[src/hw/rtl/cursor_sequence_buffer_core_defines.svh]
// ----------------------------------------------------------------------------
// Cursor sequence buffer assertion macros
// Clocked assertion helpers shared by the buffer's RTL files.
// ----------------------------------------------------------------------------
`ifndef CURSOR_SEQUENCE_BUFFER_CORE_DEFINES_SVH
`define CURSOR_SEQUENCE_BUFFER_CORE_DEFINES_SVH

`ifndef SYNTHESIS
// Checked while out of reset.
`define CSB_ASSERT(name, prop, msg) \
  name: assert property (@(posedge clk_i) disable iff (!rst_ni) (prop)) else $error(msg);
// Checked on every edge, reset included.
`define CSB_ASSERT_ALWAYS(name, prop, msg) \
  name: assert property (@(posedge clk_i) (prop)) else $error(msg);
`else
`define CSB_ASSERT(name, prop, msg)
`define CSB_ASSERT_ALWAYS(name, prop, msg)
`endif

`endif

[src/hw/rtl/csb_pkg.sv]
// ----------------------------------------------------------------------------
// Cursor sequence buffer package
// Opcodes, status codes, field widths and controller/datapath interface types.
// ----------------------------------------------------------------------------
package csb_pkg;

  localparam int unsigned OPCODE_W    = 3;
  localparam int unsigned VALUE_W     = 32;
  localparam int unsigned COUNT_W     = 6;
  localparam int unsigned STATUS_W    = 2;
  localparam int unsigned IN_TDATA_W  = 32;
  localparam int unsigned OUT_TDATA_W = 40;  // value + count, padded to bytes
  localparam int unsigned OUT_TUSER_W = 3;   // present + status

  localparam logic [OPCODE_W-1:0] OP_START   = 3'd0;
  localparam logic [OPCODE_W-1:0] OP_ADVANCE = 3'd1;
  localparam logic [OPCODE_W-1:0] OP_INSERT  = 3'd2;
  localparam logic [OPCODE_W-1:0] OP_ATTACH  = 3'd3;
  localparam logic [OPCODE_W-1:0] OP_REMOVE  = 3'd4;
  localparam logic [OPCODE_W-1:0] OP_QUERY   = 3'd5;

  localparam logic [STATUS_W-1:0] ST_OK     = 2'd0;
  localparam logic [STATUS_W-1:0] ST_FULL   = 2'd1;
  localparam logic [STATUS_W-1:0] ST_NOITEM = 2'd2;

  // Controller -> datapath
  typedef struct packed {
    logic load;      // capture input word
    logic decide;    // evaluate op, set status, position and move index
    logic shift_rd;  // read neighbor of move index
    logic shift_wr;  // write read data at move index, step index
    logic place;     // write new value, grow count, set cursor
    logic shrink;    // drop count after remove
    logic lookup;    // read slot at cursor
    logic publish;   // load output register
  } cmd_t;

  // Datapath -> controller
  typedef struct packed {
    logic can_grow;    // insert/attach with room
    logic can_shrink;  // remove with a current item
    logic more;        // slots left to move
    logic up;          // move direction is toward the end
    logic out_free;    // output register can take a word
  } sts_t;

endpackage

[src/hw/rtl/csb_ctrl.sv]
// ----------------------------------------------------------------------------
// Cursor sequence buffer controller
// One-hot sequencer: accept, decide, move slots one by one, look up, publish.
// ----------------------------------------------------------------------------
`include "cursor_sequence_buffer_core_defines.svh"

module csb_ctrl (
  input  logic          clk_i,
  input  logic          rst_ni,
  input  logic          in_valid_i,
  output logic          in_ready_o,
  input  csb_pkg::sts_t sts_i,
  output csb_pkg::cmd_t cmd_o
);

  typedef enum logic [5:0] {
    S_IDLE     = 6'b000001,
    S_DECIDE   = 6'b000010,
    S_MOVE     = 6'b000100,
    S_SHIFT_WR = 6'b001000,
    S_LOOKUP   = 6'b010000,
    S_RESULT   = 6'b100000
  } state_e;

  state_e state_q, state_d;

  always_comb begin
    state_d    = state_q;
    cmd_o      = '0;
    in_ready_o = 1'b0;
    case (state_q)
      S_IDLE: begin
        in_ready_o = 1'b1;
        if (in_valid_i) begin
          cmd_o.load = 1'b1;
          state_d    = S_DECIDE;
        end
      end
      S_DECIDE: begin
        cmd_o.decide = 1'b1;
        state_d      = (sts_i.can_grow || sts_i.can_shrink) ? S_MOVE : S_LOOKUP;
      end
      S_MOVE: begin
        if (sts_i.more) begin
          cmd_o.shift_rd = 1'b1;
          state_d        = S_SHIFT_WR;
        end else begin
          cmd_o.place  = sts_i.up;
          cmd_o.shrink = !sts_i.up;
          state_d      = S_LOOKUP;
        end
      end
      S_SHIFT_WR: begin
        cmd_o.shift_wr = 1'b1;
        state_d        = S_MOVE;
      end
      S_LOOKUP: begin
        cmd_o.lookup = 1'b1;
        state_d      = S_RESULT;
      end
      S_RESULT: begin
        if (sts_i.out_free) begin
          cmd_o.publish = 1'b1;
          state_d       = S_IDLE;
        end
      end
      default: begin
        state_d = S_IDLE;
      end
    endcase
  end

  always_ff @(posedge clk_i or negedge rst_ni) begin
    if (!rst_ni) begin
      state_q <= S_IDLE;
    end else begin
      state_q <= state_d;
    end
  end

  // a shift write always uses the data fetched the cycle before
  `CSB_ASSERT(a_wr_after_rd, cmd_o.shift_wr |-> $past(cmd_o.shift_rd), "shift write without read")
  // no new word taken while an item is in flight
  `CSB_ASSERT(a_load_idle, cmd_o.load |=> !in_ready_o, "input taken twice in a row")

endmodule

[src/hw/rtl/csb_dpath.sv]
// ----------------------------------------------------------------------------
// Cursor sequence buffer datapath
// Slot memory, count and cursor registers, move index and output register.
// ----------------------------------------------------------------------------
`include "cursor_sequence_buffer_core_defines.svh"

module csb_dpath #(
  parameter int unsigned CAPACITY   = 32,
  parameter int unsigned DATA_WIDTH = 32
) (
  input  logic                             clk_i,
  input  logic                             rst_ni,
  input  csb_pkg::cmd_t                    cmd_i,
  output csb_pkg::sts_t                    sts_o,
  input  logic [csb_pkg::OPCODE_W-1:0]     opcode_i,
  input  logic [csb_pkg::VALUE_W-1:0]      entry_value_i,
  input  logic                             out_ready_i,
  output logic                             out_valid_o,
  output logic [csb_pkg::VALUE_W-1:0]      current_value_o,
  output logic                             item_present_o,
  output logic [csb_pkg::COUNT_W-1:0]      item_count_o,
  output logic [csb_pkg::STATUS_W-1:0]     status_o
);

  localparam int unsigned CNT_W = $clog2(CAPACITY + 1);
  localparam int unsigned IDX_W = $clog2(CAPACITY);

  logic [DATA_WIDTH-1:0] mem [CAPACITY];

  logic [csb_pkg::OPCODE_W-1:0] op_q;
  logic [DATA_WIDTH-1:0]        val_q;
  logic [DATA_WIDTH-1:0]        rd_q;
  logic [CNT_W-1:0]             fill_q, fill_d;
  logic [CNT_W-1:0]             cur_q, cur_d;
  logic [CNT_W-1:0]             pos_q;
  logic [CNT_W-1:0]             idx_q;
  logic                         up_q;
  logic [csb_pkg::STATUS_W-1:0] status_q;
  logic                         out_valid_q, out_valid_d;
  logic [csb_pkg::VALUE_W-1:0]  value_q;
  logic                         present_q;
  logic [csb_pkg::COUNT_W-1:0]  count_q;
  logic [csb_pkg::STATUS_W-1:0] res_status_q;

  logic                         has_item, full, is_wr, is_rm;
  logic [CNT_W-1:0]             pos_new, idx_up, idx_dn, cur_inc, rd_sel, wr_sel;
  logic [CNT_W:0]               idx_nxt_w;
  logic [csb_pkg::STATUS_W-1:0] status_new;
  logic                         wr_en;
  logic [DATA_WIDTH-1:0]        wr_data;
  logic [63:0]                  in_w, rd_w, fill_w;

  assign has_item = cur_q < fill_q;
  assign full     = fill_q == CNT_W'(CAPACITY);
  assign is_wr    = (op_q == csb_pkg::OP_INSERT) || (op_q == csb_pkg::OP_ATTACH);
  assign is_rm    = op_q == csb_pkg::OP_REMOVE;
  assign cur_inc  = cur_q + CNT_W'(1);
  assign idx_up   = idx_q - CNT_W'(1);
  assign idx_dn   = idx_q + CNT_W'(1);
  assign idx_nxt_w = {1'b0, idx_q} + (CNT_W + 1)'(1);

  always_comb begin
    if (op_q == csb_pkg::OP_INSERT) begin
      pos_new = has_item ? cur_q : '0;
    end else begin
      pos_new = has_item ? cur_inc : fill_q;
    end
  end

  always_comb begin
    if (is_wr && full) begin
      status_new = csb_pkg::ST_FULL;
    end else if (is_rm && !has_item) begin
      status_new = csb_pkg::ST_NOITEM;
    end else begin
      status_new = csb_pkg::ST_OK;
    end
  end

  assign sts_o.can_grow   = is_wr && !full;
  assign sts_o.can_shrink = is_rm && has_item;
  assign sts_o.more       = up_q ? (idx_q > pos_q) : (idx_nxt_w < {1'b0, fill_q});
  assign sts_o.up         = up_q;
  assign sts_o.out_free   = !out_valid_q || out_ready_i;

  // one read address, one write address per cycle
  assign rd_sel  = cmd_i.shift_rd ? (up_q ? idx_up : idx_dn) : cur_q;
  assign wr_en   = cmd_i.shift_wr || cmd_i.place;
  assign wr_sel  = cmd_i.place ? pos_q : idx_q;
  assign wr_data = cmd_i.place ? val_q : rd_q;

  always_ff @(posedge clk_i) begin
    if (wr_en) begin
      mem[wr_sel[IDX_W-1:0]] <= wr_data;
    end
    if (cmd_i.shift_rd || cmd_i.lookup) begin
      rd_q <= mem[rd_sel[IDX_W-1:0]];
    end
  end

  always_comb begin
    fill_d = fill_q;
    cur_d  = cur_q;
    if (cmd_i.decide) begin
      case (op_q)
        csb_pkg::OP_START:   cur_d = '0;
        csb_pkg::OP_ADVANCE: cur_d = has_item ? cur_inc : fill_q;
        csb_pkg::OP_QUERY:   cur_d = cur_q;
        default:             cur_d = cur_q;
      endcase
    end
    if (cmd_i.place) begin
      fill_d = fill_q + CNT_W'(1);
      cur_d  = pos_q;
    end
    if (cmd_i.shrink) begin
      fill_d = fill_q - CNT_W'(1);
    end
  end

  always_comb begin
    out_valid_d = out_valid_q;
    if (cmd_i.publish) begin
      out_valid_d = 1'b1;
    end else if (out_ready_i) begin
      out_valid_d = 1'b0;
    end
  end

  always_ff @(posedge clk_i or negedge rst_ni) begin
    if (!rst_ni) begin
      fill_q      <= '0;
      cur_q       <= '0;
      out_valid_q <= 1'b0;
    end else begin
      fill_q      <= fill_d;
      cur_q       <= cur_d;
      out_valid_q <= out_valid_d;
    end
  end

  assign in_w   = 64'(entry_value_i);
  assign rd_w   = 64'(rd_q);
  assign fill_w = 64'(fill_q);

  always_ff @(posedge clk_i) begin
    if (cmd_i.load) begin
      op_q  <= opcode_i;
      val_q <= in_w[DATA_WIDTH-1:0];
    end
    if (cmd_i.decide) begin
      status_q <= status_new;
      up_q     <= is_wr;
      pos_q    <= pos_new;
      idx_q    <= is_wr ? fill_q : cur_q;
    end
    if (cmd_i.shift_wr) begin
      idx_q <= up_q ? idx_up : idx_dn;
    end
    if (cmd_i.publish) begin
      value_q      <= has_item ? rd_w[csb_pkg::VALUE_W-1:0] : '0;
      present_q    <= has_item;
      count_q      <= fill_w[csb_pkg::COUNT_W-1:0];
      res_status_q <= status_q;
    end
  end

  assign out_valid_o     = out_valid_q;
  assign current_value_o = value_q;
  assign item_present_o  = present_q;
  assign item_count_o    = count_q;
  assign status_o        = res_status_q;

  `CSB_ASSERT(a_cur_le_fill, cur_q <= fill_q, "cursor beyond fill count")
  `CSB_ASSERT(a_fill_cap, fill_q <= CNT_W'(CAPACITY), "fill count beyond capacity")
  `CSB_ASSERT(a_place_pos, cmd_i.place |-> (pos_q <= fill_q) && !full, "bad insert position")

endmodule

[src/hw/rtl/cursor_sequence_buffer_core.sv]
// ----------------------------------------------------------------------------
// Cursor sequence buffer core
// Ordered store of up to CAPACITY values with a cursor, stream in / stream out.
// ----------------------------------------------------------------------------
// Usage: each input word carries an opcode (tuser) and a value (tdata). Every
// accepted word yields exactly one result word: value at the cursor, present
// flag, item count and status.
// Input channel s_axis: taken one word at a time; tready is high only while
// the sequencer is idle.
// Output channel m_axis: a registered output word. The next input word is
// accepted while a result still waits; a stalled receiver only holds the
// sequencer at its publish step.
// Flow: start, advance, query, rejected writes and removes with no item pass
// through decide, slot read and publish before m_axis_tvalid rises, and tready
// returns in the same cycle as m_axis_tvalid rises. Insert, attach and remove
// also pass through the move steps, where every shifted slot costs a read and
// a write on the slot memory; a new input word is taken only after the
// previous one has been published.
// Reset: count and cursor clear, output empty; slot contents are not cleared
// (only written slots are ever reported).
// ----------------------------------------------------------------------------
module cursor_sequence_buffer_core #(
  parameter int unsigned CAPACITY   = 32,
  parameter int unsigned DATA_WIDTH = 32
) (
  input  logic                            clk_i,
  input  logic                            rst_ni,
  input  logic                            s_axis_tvalid,
  output logic                            s_axis_tready,
  input  logic [csb_pkg::IN_TDATA_W-1:0]  s_axis_tdata,   // [31:0] entry_value
  input  logic [csb_pkg::OPCODE_W-1:0]    s_axis_tuser,   // [2:0] opcode
  output logic                            m_axis_tvalid,
  input  logic                            m_axis_tready,
  output logic [csb_pkg::OUT_TDATA_W-1:0] m_axis_tdata,   // [31:0] current_value,
                                                          // [37:32] item_count
  output logic [csb_pkg::OUT_TUSER_W-1:0] m_axis_tuser    // [0] item_present,
                                                          // [2:1] status
);

  csb_pkg::cmd_t cmd;
  csb_pkg::sts_t sts;

  logic [csb_pkg::VALUE_W-1:0]  current_value;
  logic                         item_present;
  logic [csb_pkg::COUNT_W-1:0]  item_count;
  logic [csb_pkg::STATUS_W-1:0] status;

  csb_ctrl u_ctrl (
    .clk_i      (clk_i),
    .rst_ni     (rst_ni),
    .in_valid_i (s_axis_tvalid),
    .in_ready_o (s_axis_tready),
    .sts_i      (sts),
    .cmd_o      (cmd)
  );

  csb_dpath #(
    .CAPACITY   (CAPACITY),
    .DATA_WIDTH (DATA_WIDTH)
  ) u_dpath (
    .clk_i           (clk_i),
    .rst_ni          (rst_ni),
    .cmd_i           (cmd),
    .sts_o           (sts),
    .opcode_i        (s_axis_tuser),
    .entry_value_i   (s_axis_tdata),
    .out_ready_i     (m_axis_tready),
    .out_valid_o     (m_axis_tvalid),
    .current_value_o (current_value),
    .item_present_o  (item_present),
    .item_count_o    (item_count),
    .status_o        (status)
  );

  // pack result word; upper tdata bits pad to a whole byte
  assign m_axis_tdata = {2'b00, item_count, current_value};
  assign m_axis_tuser = {status, item_present};

endmodule

[config.mk]
export PLATFORM = sky130hd
export DESIGN_NAME = cursor_sequence_buffer_core
export DESIGN_NICKNAME = d
export VERILOG_FILES = /design/src/hw/rtl/csb_pkg.sv /design/src/hw/rtl/csb_ctrl.sv /design/src/hw/rtl/csb_dpath.sv /design/src/hw/rtl/cursor_sequence_buffer_core.sv
export VERILOG_INCLUDE_DIRS = /design/src /design/src/hw/rtl
export SDC_FILE = /design/constraint.sdc
export NUM_CORES = 2
export LEC_CHECK = 0
export BUFFER_PORTS_ARGS = -buffer_cell sky130_fd_sc_hd__buf_2
export CORE_MARGIN = 4
export CORE_UTILIZATION = 50
export DETAILED_ROUTE_END_ITERATION = 7
export GPL_TIMING_DRIVEN = 1
export HOLD_SLACK_MARGIN = 0.1
export MAX_ROUTING_LAYER = met4
export PLACE_DENSITY_LB_ADDON = 0.25
export SLEW_MARGIN = 40
export SYNTH_ARGS = -nofsm -noshare
export SYNTH_HDL_FRONTEND = slang
export SYNTH_SLANG_ARGS = --single-unit
[constraint.sdc]
create_clock -name clk_i -period 7.8 [get_ports clk_i]
set_clock_uncertainty 0.2 [all_clocks]
set_input_delay 0.78 -clock clk_i [delete_from_list [all_inputs] [get_ports clk_i]]
set_output_delay 0.78 -clock clk_i [all_outputs]
set_load 0.01 [all_outputs]
==> results.md <==
- Filler cells: 7,097
- Relative slew slack: 0.4225
- Crit path cell chain: ha_1 > nand3_1 > xnor2_1 > ha_1 > a21o_1 > a21oi_1 > o211ai_1 > a21boi_2 > buf_4 > mux2i_4 > buf_4 > buf_4 > a21o_1 > a21oi_1 > a21oi_1 > o2111a_1
- Hold path depth: 1
- Slew Limit Fails: 0
- Synthesized cell area: 0.04742 mm2
- Setup WS pre-CTS: 1.796 ns
- Worst-margin pin slew: 0.8662 ns
- Routed vias/inst: 6.526
- VDD IR max: 0.3059 mV
- Wirelength per Cell: 29.07 um
- Achievable Freq: 167.4 MHz
- Vias: 30,922
- Final setup viols: 0
- Predominant post-synthesis flop cell: edfxtp_1
- Netlist cell types: 67
- Arrival @ worst endpoint: 6.33 ns
- Hold Crit Class: in2reg
- Clk Latency, worst-skew pair: 0.70 ns
- Startpoint types: flip-flop
- Power Total: 18.47 mW
- Minimum clock period: 5.974 ns
- Vias in the first global route: 29,636
- Setup crit end kind: flip-flop
- Area delta synth->final: 13.04%
- Initial core utilization: 0.5058
- FP Rows: 112
- Antenna violations before repair: 6
- H-tree Lvls: 3
- Hpwl dp: 71.73 mm
- Routability cong.: 0.8594
- Clock sink total: 1,166
- GRT overflow: 0
- Worst-path clk slew: 0.06 ns
- Synthesized-area fraction occupied by adder cells: 0.007705
- Clk root buf: clkbuf_16
- Worst setup margin: 1.826 ns
- Nets: 3,454
- Initial drt markers: 4,976
- Yosys top cell area share: 0.7264
- Outcome: completed
- Xor and xnor area share after synthesis: 0.004064
- RR Startpoint: u_dpath.idx_q[0]$_DFFE_PP_
- Gr usage total: 0.2804
- Core area: 0.09375 mm2
- Fin Setup TNS: 0 ns
- Largest family of logic cells by synthesized area: compound AO/OA/AOI/OAI gates
- Simple-gate share of the synthesized area: 0.08600
- R2R Setup Slk: 1.83 ns
- Met2 Usage GRT: 0.4240
- FF/Latch Area: 0.03492 mm2
- Final worst path period share: 0.7659
- Post-synthesis mux area share: 0.02385
- Hold Fails Final Rpt: 0
- # IOs: 84
- Post-synth EDFFs: 1,147
- Die height: 316.0 um
- Pwr Density: 344.5 mW/mm2
- Yosys warnings: 0
- Critical path fanouts, max: 35
- Synth top area cells: edfxtp_1, nand3_1, o21ai_0
- Yosys reg bits: 1,166
- Max-cap violations: 0
- # resized after CTS: 0
- CP max-delay cell: a21boi_2
- CTS tree: done
- Leakage: 17.54 nW
- Layout cell share with drive strength beyond 1: 0.1227
- HP Start: s_axis_tuser[2]
- First-pass GRT wire length: 200.3 mm
- Crit path largest cell delay: 0.72 ns
- Routed WL: 137.7 mm
- M3 GR Usage: 0.05525
- Die Span X: 316.0 um
- Critical path type: reg2reg
- Post-route DRC: 0
- Post-synthesis compound-gate area fraction: 0.1167
- Mean post-synth cell area: 14.20 um2
- Most frequent cells in the layout: edfxtp_1, nand3_1, o21ai_0
- Most Crowded Layer GR: met2
- Reg2Reg Depth: 16
- Num CTS Buffers: 119
- Post-Syn Instances: 3,339
- Commonest non-fill, non-tap cell in the layout: edfxtp_1
- Yosys top cell by area: edfxtp_1
- Clk buf depth: 3
- Area of the multi-input gates: 0.01178 mm2
- Ys async rst share: 0.01630
- Post-DRT Antenna Nets: 0
- R2R Path End: u_dpath.rd_q[3]$_DFFE_PP_
- Req. time, crit path: 8.16 ns
- TritonRoute pass-1 iters: 8
- Full die area: 0.09982 mm2
- RSZ-0062 raised after global routing: false
- Met1 GRT Util: 0.3809
- Port Buffers: 81
- Hold EP: u_dpath.op_q[2]$_DFFE_PP_
- Sequential area share after synthesis: 0.7364
- Largest net degree at the start of global routing: 187
[worst max-delay path by stage]
stage | from | endpoint | slack, ns | cells past startpoint
6_report | u_dpath.idx_q[0]$_DFFE_PP_ | u_dpath.rd_q[3]$_DFFE_PP_ | 1.83 | 16
3_3_place_gp | u_dpath.idx_q[0]$_DFFE_PP_ | u_dpath.rd_q[2]$_DFFE_PP_ | 1.67 | 15
3_5_place_dp | u_dpath.idx_q[0]$_DFFE_PP_ | u_dpath.rd_q[2]$_DFFE_PP_ | 1.80 | 16
5_1_grt | u_dpath.idx_q[0]$_DFFE_PP_ | u_dpath.rd_q[3]$_DFFE_PP_ | 1.64 | 16
2_1_floorplan | u_dpath.idx_q[0]$_DFFE_PP_ | u_dpath.mem[0][0]$_DFFE_PP_ | 3.37 | 10
4_1_cts | u_dpath.idx_q[0]$_DFFE_PP_ | u_dpath.rd_q[2]$_DFFE_PP_ | 1.75 | 16
[stage by stage]
step	util	cell area [um2]	std cells	hold slack [ns]
after floorplan	-	47420	3340	0.2003
after global placement	0.5251	49220	4478	0.2294
after detailed placement	0.5271	49420	4482	0.2331
after CTS	0.5707	53510	4732	0.1097
after global routing	0.5717	53600	4738	0.1034
final	0.5717	53600	4738	0.1359
[synth_stat cells (4+ instances only)]
cell / instances
a21o_1: 104
buf_1: 5
mux2i_1: 66
o21ai_1: 12
and2_1: 36
nand2_1: 133
nand4_1: 33
dfrtp_1: 18
nand2b_1: 7
o21ai_0: 298
inv_1: 19
ha_1: 26
a41oi_1: 35
mux2_2: 34
o2111a_1: 32
buf_4: 5
a31oi_1: 8
a22oi_1: 37
nor3_1: 6
a22o_1: 32
buf_2: 70
nor2_1: 74
a21oi_1: 281
clkbuf_1: 180
a2bb2oi_1: 32
xnor2_1: 12
edfxtp_1: 1147
nand3_1: 526
o211ai_1: 4
xor2_1: 10
[cells by family after synthesis]
group | count (synthesis)
multiplexers | 105
adder cells (fa/ha/maj) | 28
flip-flops | 1166
other | 1
buffers and inverters | 284
AO/OA/AOI/OAI | 897
XOR/XNOR | 22
AND/OR/NAND/NOR | 836
[sequential cells by signal (all words and copies together), names as in the netlist, 6 cells and up]
name	flops
u_ctrl.state_q	6
u_dpath.item_count_o	6
u_dpath.current_value_o	32
u_dpath.mem	1024
u_dpath.val_q	32
u_dpath.idx_q	6
u_dpath.cur_q	6
u_dpath.rd_q	32
u_dpath.fill_q	6
u_dpath.pos_q	6
[where the power goes]
group | switching [mW] | internal, mW | total (mW)
clock network | 2.34 | 3.16 | 5.50
registers | 0.198 | 7.28 | 7.47
logic | 3.63 | 1.87 | 5.50
[final cells by class]
| type | count | area share |
|---|---|---|
| Antenna cell | 3 | 0.0001401 |
| Clock inverter | 66 | 0.01055 |
| Multi-Input combinational cell | 1890 | 0.2198 |
| Clock buffer | 149 | 0.05922 |
| Tap cell | 1254 | 0.02927 |
| Sequential cell | 1166 | 0.6515 |
| Inverter | 21 | 0.001471 |
| Timing Repair Buffer | 189 | 0.02804 |
[critical path: cells and delay by family, from the launching register on]
kind | cells | cell delay [ns]
adders and majority gates | 2 | 0.59
and+or+nand+nor | 1 | 0.11
buffers and inverters | 3 | 1.39
muxes | 1 | 0.28
AOI/OAI and AO/OA | 8 | 2.47
xor gates and xnor gates | 1 | 0.16
DFF | 1 | 0.59
[timing repair]
item	CTS	global route
endpoints found under the hold margin	52	0
hold buffers	35	0
setup buffers	0	0
[metal layers]
| metal | vias up | share of wire |
|---|---|---|
| met5 | - | 0 |
| met2 | 1964 | 0.46 |
| met3 | 328 | 0.11 |
| met4 | 0 | 0.036 |
| li1 | 13047 | - |
| met1 | 15583 | 0.39 |
Power figures use the tool's default switching activity.
